**src/rtl/seven_segment_frame_receiver_core_macros.svh**
```systemverilog
// Assertion macros shared by the frame receiver RTL.
`ifndef SEVEN_SEGMENT_FRAME_RECEIVER_CORE_MACROS_SVH
`define SEVEN_SEGMENT_FRAME_RECEIVER_CORE_MACROS_SVH

// Condition holds at every clock edge out of reset.
`define SSFR_ASSERT_ALWAYS(name, cond, msg) \
	name: assert property (@(posedge clk) disable iff (!arst_n) (cond)) else $error(msg);

// Consequent holds in the same cycle as the antecedent.
`define SSFR_ASSERT_SAME(name, pre, post, msg) \
	name: assert property (@(posedge clk) disable iff (!arst_n) (pre) |-> (post)) else $error(msg);

// Consequent holds in the cycle after the antecedent.
`define SSFR_ASSERT_NEXT(name, pre, post, msg) \
	name: assert property (@(posedge clk) disable iff (!arst_n) (pre) |=> (post)) else $error(msg);

`endif

```
**src/rtl/ssfr_pkg.sv**
```systemverilog
// Types and constants of the seven-segment frame receiver.
package ssfr_pkg;

	localparam logic [7:0] START_BYTE  = 8'h9B;
	localparam logic [7:0] END_BYTE    = 8'h9D;
	localparam logic [7:0] KIND_HEIGHT = 8'h12;
	localparam logic [7:0] KIND_POLL   = 8'h11;
	localparam logic [7:0] LEN_CEILING = 8'd253;

	localparam int unsigned HEIGHT_W = 14;

	localparam logic [1:0] REG_LO_TENTHS  = 2'd0;
	localparam logic [1:0] REG_HI_TENTHS  = 2'd1;
	localparam logic [1:0] REG_MAX_LENGTH = 2'd2;

	localparam logic [HEIGHT_W-1:0] LO_TENTHS_RST  = 14'd0;
	localparam logic [HEIGHT_W-1:0] HI_TENTHS_RST  = 14'd9990;
	localparam logic [7:0]          MAX_LENGTH_RST = 8'd30;

	typedef enum logic [3:0] {
		EV_HEIGHT      = 4'd0,
		EV_POLL        = 4'd1,
		EV_BLANK       = 4'd2,
		EV_DASH        = 4'd3,
		EV_BAD_PATTERN = 4'd4,
		EV_ZERO        = 4'd5,
		EV_RANGE       = 4'd6,
		EV_BAD_END     = 4'd7,
		EV_TOO_LONG    = 4'd8,
		EV_OTHER       = 4'd9
	} event_t;

	typedef struct packed {
		logic [HEIGHT_W-1:0] lo_tenths;
		logic [HEIGHT_W-1:0] hi_tenths;
		logic [7:0]          max_length;
	} cfg_t;

	typedef struct packed {
		event_t              ev;
		logic [HEIGHT_W-1:0] height;
		logic                changed;
	} res_t;

endpackage

```
**src/rtl/ssfr_parse.sv**
```systemverilog
// Frame parser: byte counting, digit decode, height check and stored height.
module ssfr_parse (
	input  logic          clk,
	input  logic          arst_n,
	input  logic          step,
	input  logic [7:0]    rx_byte,
	input  ssfr_pkg::cfg_t cfg,
	output logic          res_valid,
	output ssfr_pkg::res_t res
);

	localparam logic [3:0] DIG_BLANK   = 4'd10;
	localparam logic [3:0] DIG_DASH    = 4'd11;
	localparam logic [3:0] DIG_UNKNOWN = 4'd12;

	function automatic logic [3:0] seg_decode(input logic [6:0] seg);
		logic [3:0] d;
		unique case (seg)
			7'h00:   d = DIG_BLANK;
			7'h40:   d = DIG_DASH;
			7'h3F:   d = 4'd0;
			7'h06:   d = 4'd1;
			7'h5B:   d = 4'd2;
			7'h4F:   d = 4'd3;
			7'h66:   d = 4'd4;
			7'h6D:   d = 4'd5;
			7'h7D:   d = 4'd6;
			7'h07:   d = 4'd7;
			7'h7F:   d = 4'd8;
			7'h6F:   d = 4'd9;
			default: d = DIG_UNKNOWN;
		endcase
		return d;
	endfunction

	logic [7:0]  count_q;
	logic [7:0]  end_q;
	logic        kind_h_q;
	logic        kind_p_q;
	logic        len_ok_q;
	logic [3:0]  dig_q [3];
	logic        dp2_q;
	logic [ssfr_pkg::HEIGHT_W-1:0] last_q;

	logic [7:0]  limit;
	logic [7:0]  cnt_inc;
	logic [8:0]  len_plus2;
	logic        kind_h;
	logic        kind_p;
	logic        at_end;
	logic        too_long;
	logic [7:0]  count_d;
	logic [3:0]  d1;
	logic        any_dash;
	logic        any_bad;
	logic [9:0]  raw;
	logic [ssfr_pkg::HEIGHT_W-1:0] h;
	ssfr_pkg::res_t hres;

	assign limit    = (cfg.max_length > ssfr_pkg::LEN_CEILING) ? ssfr_pkg::LEN_CEILING
		: cfg.max_length;
	assign cnt_inc  = count_q + 8'd1;
	assign len_plus2 = {1'b0, rx_byte} + 9'd2;
	assign too_long = (count_q == 8'd1) && (rx_byte > limit);
	// a short frame ends on its type byte, so take the kind from the live byte
	assign kind_h   = (count_q == 8'd2) ? (rx_byte == ssfr_pkg::KIND_HEIGHT) : kind_h_q;
	assign kind_p   = (count_q == 8'd2) ? (rx_byte == ssfr_pkg::KIND_POLL) : kind_p_q;
	assign at_end   = (count_q >= 8'd2) && (cnt_inc >= end_q);

	// height evaluation from the decoded digits
	assign d1       = (dig_q[0] == DIG_BLANK) ? 4'd0 : dig_q[0];
	assign any_dash = (d1 == DIG_DASH) || (dig_q[1] == DIG_DASH) || (dig_q[2] == DIG_DASH);
	assign any_bad  = (d1 > 4'd9) || (dig_q[1] > 4'd9) || (dig_q[2] > 4'd9);
	assign raw      = {6'd0, d1} * 10'd100 + {6'd0, dig_q[1]} * 10'd10 + {6'd0, dig_q[2]};
	assign h        = dp2_q ? {4'd0, raw} : {4'd0, raw} * 14'd10;

	always_comb begin
		hres = '{ev: ssfr_pkg::EV_HEIGHT, height: '0, changed: 1'b0};
		if ((dig_q[0] == DIG_BLANK) && (dig_q[1] == DIG_BLANK) && (dig_q[2] == DIG_BLANK)) begin
			hres.ev = ssfr_pkg::EV_BLANK;
		end else if (any_dash) begin
			hres.ev = ssfr_pkg::EV_DASH;
		end else if (any_bad) begin
			hres.ev = ssfr_pkg::EV_BAD_PATTERN;
		end else if (raw == 10'd0) begin
			hres.ev = ssfr_pkg::EV_ZERO;
		end else if ((h < cfg.lo_tenths) || (h > cfg.hi_tenths)) begin
			hres.ev = ssfr_pkg::EV_RANGE;
		end else begin
			hres.height  = h;
			hres.changed = (h != last_q);
		end
	end

	always_comb begin
		res_valid = 1'b0;
		res       = '{ev: ssfr_pkg::EV_OTHER, height: '0, changed: 1'b0};
		if (too_long) begin
			res_valid = 1'b1;
			res.ev    = ssfr_pkg::EV_TOO_LONG;
		end else if (at_end) begin
			res_valid = 1'b1;
			if (rx_byte != ssfr_pkg::END_BYTE) begin
				res.ev = ssfr_pkg::EV_BAD_END;
			end else if (kind_h && len_ok_q) begin
				res = hres;
			end else if (kind_p) begin
				res.ev = ssfr_pkg::EV_POLL;
			end
		end
	end

	always_comb begin
		if (count_q == 8'd0) begin
			count_d = (rx_byte == ssfr_pkg::START_BYTE) ? 8'd1 : 8'd0;
		end else if (count_q == 8'd1) begin
			count_d = too_long ? 8'd0 : 8'd2;
		end else begin
			count_d = at_end ? 8'd0 : cnt_inc;
		end
	end

	always_ff @(posedge clk or negedge arst_n) begin
		if (!arst_n) begin
			count_q <= 8'd0;
			last_q  <= '0;
		end else if (step) begin
			count_q <= count_d;
			if (res_valid && (res.ev == ssfr_pkg::EV_HEIGHT)) begin
				last_q <= res.height;
			end
		end
	end

	// frame fields, each written by the frame before it is read
	always_ff @(posedge clk) begin
		if (step) begin
			if ((count_q == 8'd1) && !too_long) begin
				end_q    <= (len_plus2 < 9'd3) ? 8'd3 : len_plus2[7:0];
				len_ok_q <= (rx_byte == 8'd7) || (rx_byte == 8'd10);
			end
			if (count_q == 8'd2) begin
				kind_h_q <= kind_h;
				kind_p_q <= kind_p;
			end
			case (count_q)
				8'd3: dig_q[0] <= seg_decode(rx_byte[6:0]);
				8'd4: begin
					dig_q[1] <= seg_decode(rx_byte[6:0]);
					dp2_q    <= rx_byte[7];
				end
				8'd5: dig_q[2] <= seg_decode(rx_byte[6:0]);
				default: ;
			endcase
		end
	end

endmodule

```
**src/rtl/seven_segment_frame_receiver_core.sv**
```systemverilog
// Seven-segment frame receiver: input stage, config registers, parser and output queue.
//
// One received byte per beat, one beat per cycle sustained. A byte is held in the input
// register, is parsed there against the frame state, and a resulting event is registered
// into a two-entry output queue, so out_valid rises once the byte that closes the frame
// has passed the input register and been pushed into the queue. The input stage stalls
// only while both queue entries are full. Configuration writes take effect at once and
// are always ready.
module seven_segment_frame_receiver_core (
	input  logic        clk,
	input  logic        arst_n,
	input  logic        in_valid,
	output logic        in_ready,
	input  logic [7:0]  rx_byte,
	output logic        out_valid,
	input  logic        out_ready,
	output logic [3:0]  event_res,
	output logic [13:0] height_tenths,
	output logic        height_changed,
	input  logic        cfg_valid,
	output logic        cfg_ready,
	input  logic [1:0]  cfg_index,
	input  logic [13:0] cfg_data
);

	`include "seven_segment_frame_receiver_core_macros.svh"

	ssfr_pkg::cfg_t cfg_q;
	logic           v_s1;
	logic [7:0]     byte_s1;
	logic           adv;
	logic           res_valid;
	ssfr_pkg::res_t res;
	ssfr_pkg::res_t out0_q;
	ssfr_pkg::res_t out1_q;
	logic [1:0]     cnt_q;
	logic           pop;
	logic           push;
	logic [1:0]     cnt_after_pop;

	assign cfg_ready = 1'b1;

	always_ff @(posedge clk or negedge arst_n) begin
		if (!arst_n) begin
			cfg_q.lo_tenths  <= ssfr_pkg::LO_TENTHS_RST;
			cfg_q.hi_tenths  <= ssfr_pkg::HI_TENTHS_RST;
			cfg_q.max_length <= ssfr_pkg::MAX_LENGTH_RST;
		end else if (cfg_valid) begin
			unique case (cfg_index)
				ssfr_pkg::REG_LO_TENTHS:  cfg_q.lo_tenths  <= cfg_data;
				ssfr_pkg::REG_HI_TENTHS:  cfg_q.hi_tenths  <= cfg_data;
				ssfr_pkg::REG_MAX_LENGTH: cfg_q.max_length <= cfg_data[7:0];
				default: ;
			endcase
		end
	end

	// advance the input stage unless the output queue is full
	assign adv      = v_s1 && (cnt_q != 2'd2);
	assign in_ready = !v_s1 || adv;

	always_ff @(posedge clk or negedge arst_n) begin
		if (!arst_n) begin
			v_s1 <= 1'b0;
		end else if (in_valid && in_ready) begin
			v_s1 <= 1'b1;
		end else if (adv) begin
			v_s1 <= 1'b0;
		end
	end

	always_ff @(posedge clk) begin
		if (in_valid && in_ready) begin
			byte_s1 <= rx_byte;
		end
	end

	ssfr_parse u_parse (
		.clk       (clk),
		.arst_n    (arst_n),
		.step      (adv),
		.rx_byte   (byte_s1),
		.cfg       (cfg_q),
		.res_valid (res_valid),
		.res       (res)
	);

	assign pop           = (cnt_q != 2'd0) && out_ready;
	assign push          = adv && res_valid;
	assign cnt_after_pop = cnt_q - {1'b0, pop};

	always_ff @(posedge clk or negedge arst_n) begin
		if (!arst_n) begin
			cnt_q <= 2'd0;
		end else begin
			cnt_q <= cnt_after_pop + {1'b0, push};
		end
	end

	// drop the new result in the free slot, else shift the tail forward on a beat out
	always_ff @(posedge clk) begin
		if (push && (cnt_after_pop == 2'd0)) begin
			out0_q <= res;
		end else if (pop) begin
			out0_q <= out1_q;
		end
		if (push && (cnt_after_pop != 2'd0)) begin
			out1_q <= res;
		end
	end

	assign out_valid      = (cnt_q != 2'd0);
	assign event_res      = out0_q.ev;
	assign height_tenths  = out0_q.height;
	assign height_changed = out0_q.changed;

	`SSFR_ASSERT_ALWAYS(a_cnt_bound, cnt_q != 2'd3, "output queue count out of range")
	`SSFR_ASSERT_SAME(a_stall_full, v_s1 && !in_ready, cnt_q == 2'd2, "input stalled with queue space")
	`SSFR_ASSERT_NEXT(a_push_show, push && (cnt_q == 2'd0), out_valid && (event_res == $past(res.ev)), "pushed result not shown")
	`SSFR_ASSERT_SAME(a_non_height_clear, out_valid && (event_res != ssfr_pkg::EV_HEIGHT), (height_tenths == 14'd0) && !height_changed, "height fields set on non-height event")

endmodule
```
**config.mk**
```make
export PLATFORM = sky130hd
export DESIGN_NAME = seven_segment_frame_receiver_core
export DESIGN_NICKNAME = d
export VERILOG_FILES = /design/src/rtl/ssfr_pkg.sv /design/src/rtl/ssfr_parse.sv /design/src/rtl/seven_segment_frame_receiver_core.sv
export VERILOG_INCLUDE_DIRS = /design/src /design/src/rtl
export SDC_FILE = /design/constraint.sdc
export NUM_CORES = 1
export LEC_CHECK = 0
export BUFFER_PORTS_ARGS = -buffer_cell sky130_fd_sc_hd__buf_2
export CAP_MARGIN = 20
export CORE_MARGIN = 2
export CORE_UTILIZATION = 50
export DETAILED_ROUTE_END_ITERATION = 16
export PLACE_DENSITY = 0.68
export SYNTH_ARGS = -nofsm -noshare
export SYNTH_HDL_FRONTEND = slang
export SYNTH_HIERARCHICAL = 1
export SYNTH_SLANG_ARGS = --single-unit
```
**constraint.sdc**
```tcl
create_clock -name clk -period 15 [get_ports clk]
set_clock_uncertainty 0.15 [all_clocks]
set_input_delay 3 -clock clk [delete_from_list [all_inputs] [get_ports clk]]
set_output_delay 3 -clock clk [all_outputs]
set_load 0.02 [all_outputs]
```
==> results.md <==
* Yosys cell types at 84
* Fin crit share at between 50% and 60%
* All-Layer GR Usage at a little over a fifth
* Largest net degree at the start of global routing at 62
* Top-count cell post-synth: ha_1
* Clock transition at path regs at about 0.07 ns
* Ranking of synthesized cells by area: edfxtp_1 (25%), dfrtp_1 (15%), ha_1 (12%)
* First-pass GRT wire length at 31.26 mm
* Yosys warnings at 6
* Seq/Total Area, Yosys at between 40% and 50%
* Hold-fix buffers at CTS at 0
* CTS tree: built
* Fraction of registers with async set/reset at a little under half
* # H-tree levels at 4
* Initial Utilization at 51.48%
* Initial antenna violation count at 0
* Critical Path RT at around 15 ns
* Die ar. at about 18000 µm²
* Die Span Y at roughly 130 µm
* Core Box Area at around 17000 µm²
* Antenna viol nets, final at 0
* Yosys top cell area share at between 20 and 25%
* Cell Pwr Density at about 220 nW/µm²
* Clock Sinks at 131
* Main synth FF type: edfxtp_1
* Syn Area/Cell at approximately 11 µm²
* DRT Wirelength at around 18 mm
* Share of post-route cells with drive strength above 1 at a little over a fifth
* Nets at just under 1000
* Commonest cells in the netlist: ha_1 (84), inv_1 (82), edfxtp_1 (70)
* Post-synth top area cell: edfxtp_1
* Synthesized flop and latch total at between 100 and 150
* Synthesized net count at 908
* Outcome: finished clean
* Synth Instances at a little under 800
* Critical-path maximum fanout at 15
* I/O Buffers at 49
* Die span in x at roughly 130 µm
* Row count at 47
* Routed via count at a little over 6000
* CP most frequent cell: ha_1
* Initial DRT Pass Iterations at 5
* # Post-CTS Setup Buffers at 0
* Post-synthesis cell area at between 8000 and 9000 µm²
* Post-layout util at 57.54%
* FMAX at roughly 0.13 GHz
* # setup viols final at 0
* Initial DRC count at 431
* Final HPWL DP at between 10 and 15 mm
* Crit Path Class: flop to flop
* Clk Latency, worst-skew pair at roughly 0.42 ns
* Vias in the first global route at about 6300
* Filler cell count at about 1400
* Final count of hold timing violations at 0
* Worst path slowest cell: edfxtp_1
* Root Driver: clkbuf_16
* RSZ-0062 raised after global routing: no
* Ant diodes at 0
* Max-slew headroom at approximately 33%
* Post-synth EDFFs at 70
* Clk buf depth at 2
* Total congestion overflow at 0
* Setup TNS at 0 ns
* Via density at slightly below 6
* Worst slew pin tran at ~1.0 ns
* Max IR drop VDD at ~0.14 mV
* CP Launch Type: flop
* Post-layout min period at just under 8 ns
* Num CTS Buffers at 17
* P&R area growth vs syn at 11.79%
* DRC viols at 0
* RePlAce Congestion at between 0.9 and 1
* LEAKAGE at around 4.3 nW
* Wirelength per Cell at between 15 and 20 µm
* CTS resizes at 0
* IO Pins at slightly above 50
* Max incr delay on CP at 0.49 ns
* Max cap viols at 0
* Final-report max-slew violation count at 0
* HP Class: flop to flop
* CP arrival at around 7.9 ns
* Setup crit end kind: flop
[worst paths after layout]
| kind | startpoint | endpoint | slack (ns) | depth (start not counted) |
|---|---|---|---|---|
| hold / removal | cfg_q[13] | cfg_q[13] | 0.36 | 1 |
| setup reg to reg | u_parse/dig_q[0][0] | height_tenths[8] | 7.08 | 29 |
| hold reg to reg | cfg_q[13] | cfg_q[13] | 0.36 | 1 |
| max in group asynchronous | arst_n | u_parse/last_q[2] | 11.56 | 2 |
| setup / recovery | u_parse/dig_q[0][0] | height_tenths[8] | 7.08 | 29 |
| min in group asynchronous | arst_n | cfg_q[7] | 2.61 | 2 |
[metal layers]
layer | wire length, µm | global-route usage (%) | up-vias
li1 | - | - | 2999
met1 | 8629 | 29.99 | 3053
met2 | 8871 | 35.08 | 169
met3 | 792 | 3.453 | 18
met4 | 205 | 6.433 | 0
met5 | 0 | 0 | -
[stage by stage]
stage                     power [mW]  instances  hold slack [ns]  worst slack, ns  area, µm²
after CTS                      2.056       1075           0.3590            7.163       9577
after floorplan                1.370        789           0.3242            8.093       8567
after global placement         1.606       1042           0.3406            7.352       8995
final                          2.061       1075           0.3574            7.084       9577
after detailed placement       1.652       1043           0.3454            7.170       9010
after global routing           2.240       1075           0.3707            6.462       9577
[report_power, final]
group / total, mW / switching [mW] / leakage [nW] / internal, mW
Combinational: 1.18 / 0.693 / 2.60 / 0.484
Clock: 0.393 / 0.174 / 0.275 / 0.220
Sequential: 0.491 / 0.0440 / 1.39 / 0.447
Total: 2.06 / 0.911 / 4.27 / 1.15
[cells in the final DEF (no fill, tap or decap), types with 4 or more instances in the layout]
| cell | netlist | final |
|---|---|---|
| nor3_1 | 15 | 14 |
| o21a_1 | 4 | 4 |
| or2_2 | 6 | 6 |
| dfstp_2 | 10 | 10 |
| o21ai_0 | 35 | 35 |
| dfrtp_1 | 51 | 51 |
| a21boi_0 | 5 | 5 |
| nand3_1 | 17 | 17 |
| and3_1 | 9 | 9 |
| or3_1 | 7 | 7 |
| and2_1 | 8 | 8 |
| clkbuf_16 | 0 | 17 |
| fa_1 | 6 | 6 |
| a21oi_1 | 20 | 20 |
| mux2i_1 | 7 | 7 |
| a211oi_1 | 4 | 4 |
| xor2_1 | 15 | 15 |
| mux2_2 | 55 | 55 |
| o211ai_1 | 8 | 8 |
| clkinv_4 | 0 | 4 |
| nor2b_1 | 7 | 7 |
| edfxtp_1 | 70 | 70 |
| a21o_1 | 18 | 18 |
| o2bb2ai_1 | 17 | 17 |
| nand2_1 | 40 | 40 |
| nor2_1 | 58 | 58 |
| inv_8 | 0 | 5 |
| xnor2_1 | 20 | 20 |
| inv_1 | 82 | 82 |
| inv_6 | 0 | 4 |
| nor4_1 | 5 | 5 |
| nand2b_1 | 5 | 5 |
| buf_2 | 3 | 49 |
| ha_1 | 84 | 84 |
| nand4_1 | 7 | 7 |
[cell type report]
cell class | count | area (µm²) | share of cell area [%]
clock inverters | 15 | 141.4 | 1.476
flip-flops and latches | 131 | 3641 | 38.02
well taps | 220 | 275.3 | 2.874
inverters | 82 | 307.8 | 3.214
clock buffers | 17 | 425.4 | 4.442
repair buffers | 53 | 282.8 | 2.953
multi-input cells | 557 | 4503 | 47.02
[sequential cells by signal (all words and copies together), names as in the netlist, 2 cells and up]
register / cells
byte_s1: 8
cfg_q: 36
cnt_q: 2
event_res: 4
height_tenths: 14
out1_q: 19
u_parse/count_q: 8
u_parse/dig_q: 12
u_parse/end_q: 8
u_parse/last_q: 14
[worst max-delay path: cells and delay by family, from the launching register on]
family,cells,cell delay [ns]
AOI/OAI and AO/OA,11,2.46
adders and majority gates,7,2.17
and+or+nand+nor,9,2.01
DFF,1,0.49
muxes,1,0.28
buffers and inverters,1,0.10
[cell families (layout without fill, tap and decap cells)]
family | count (synthesis) | after routing | share of synthesized area, %
AOI/OAI and AO/OA | 160 | 160 | 13.98
xor gates and xnor gates | 37 | 37 | 4.133
adders and majority gates | 90 | 90 | 13.67
buffers and inverters | 101 | 167 | 4.995
DFF | 131 | 131 | 42.50
muxes | 62 | 62 | 8.047
other | 1 | 1 | 0.04377
and+or+nand+nor | 207 | 207 | 12.63
Power figures use the tool's default switching activity.
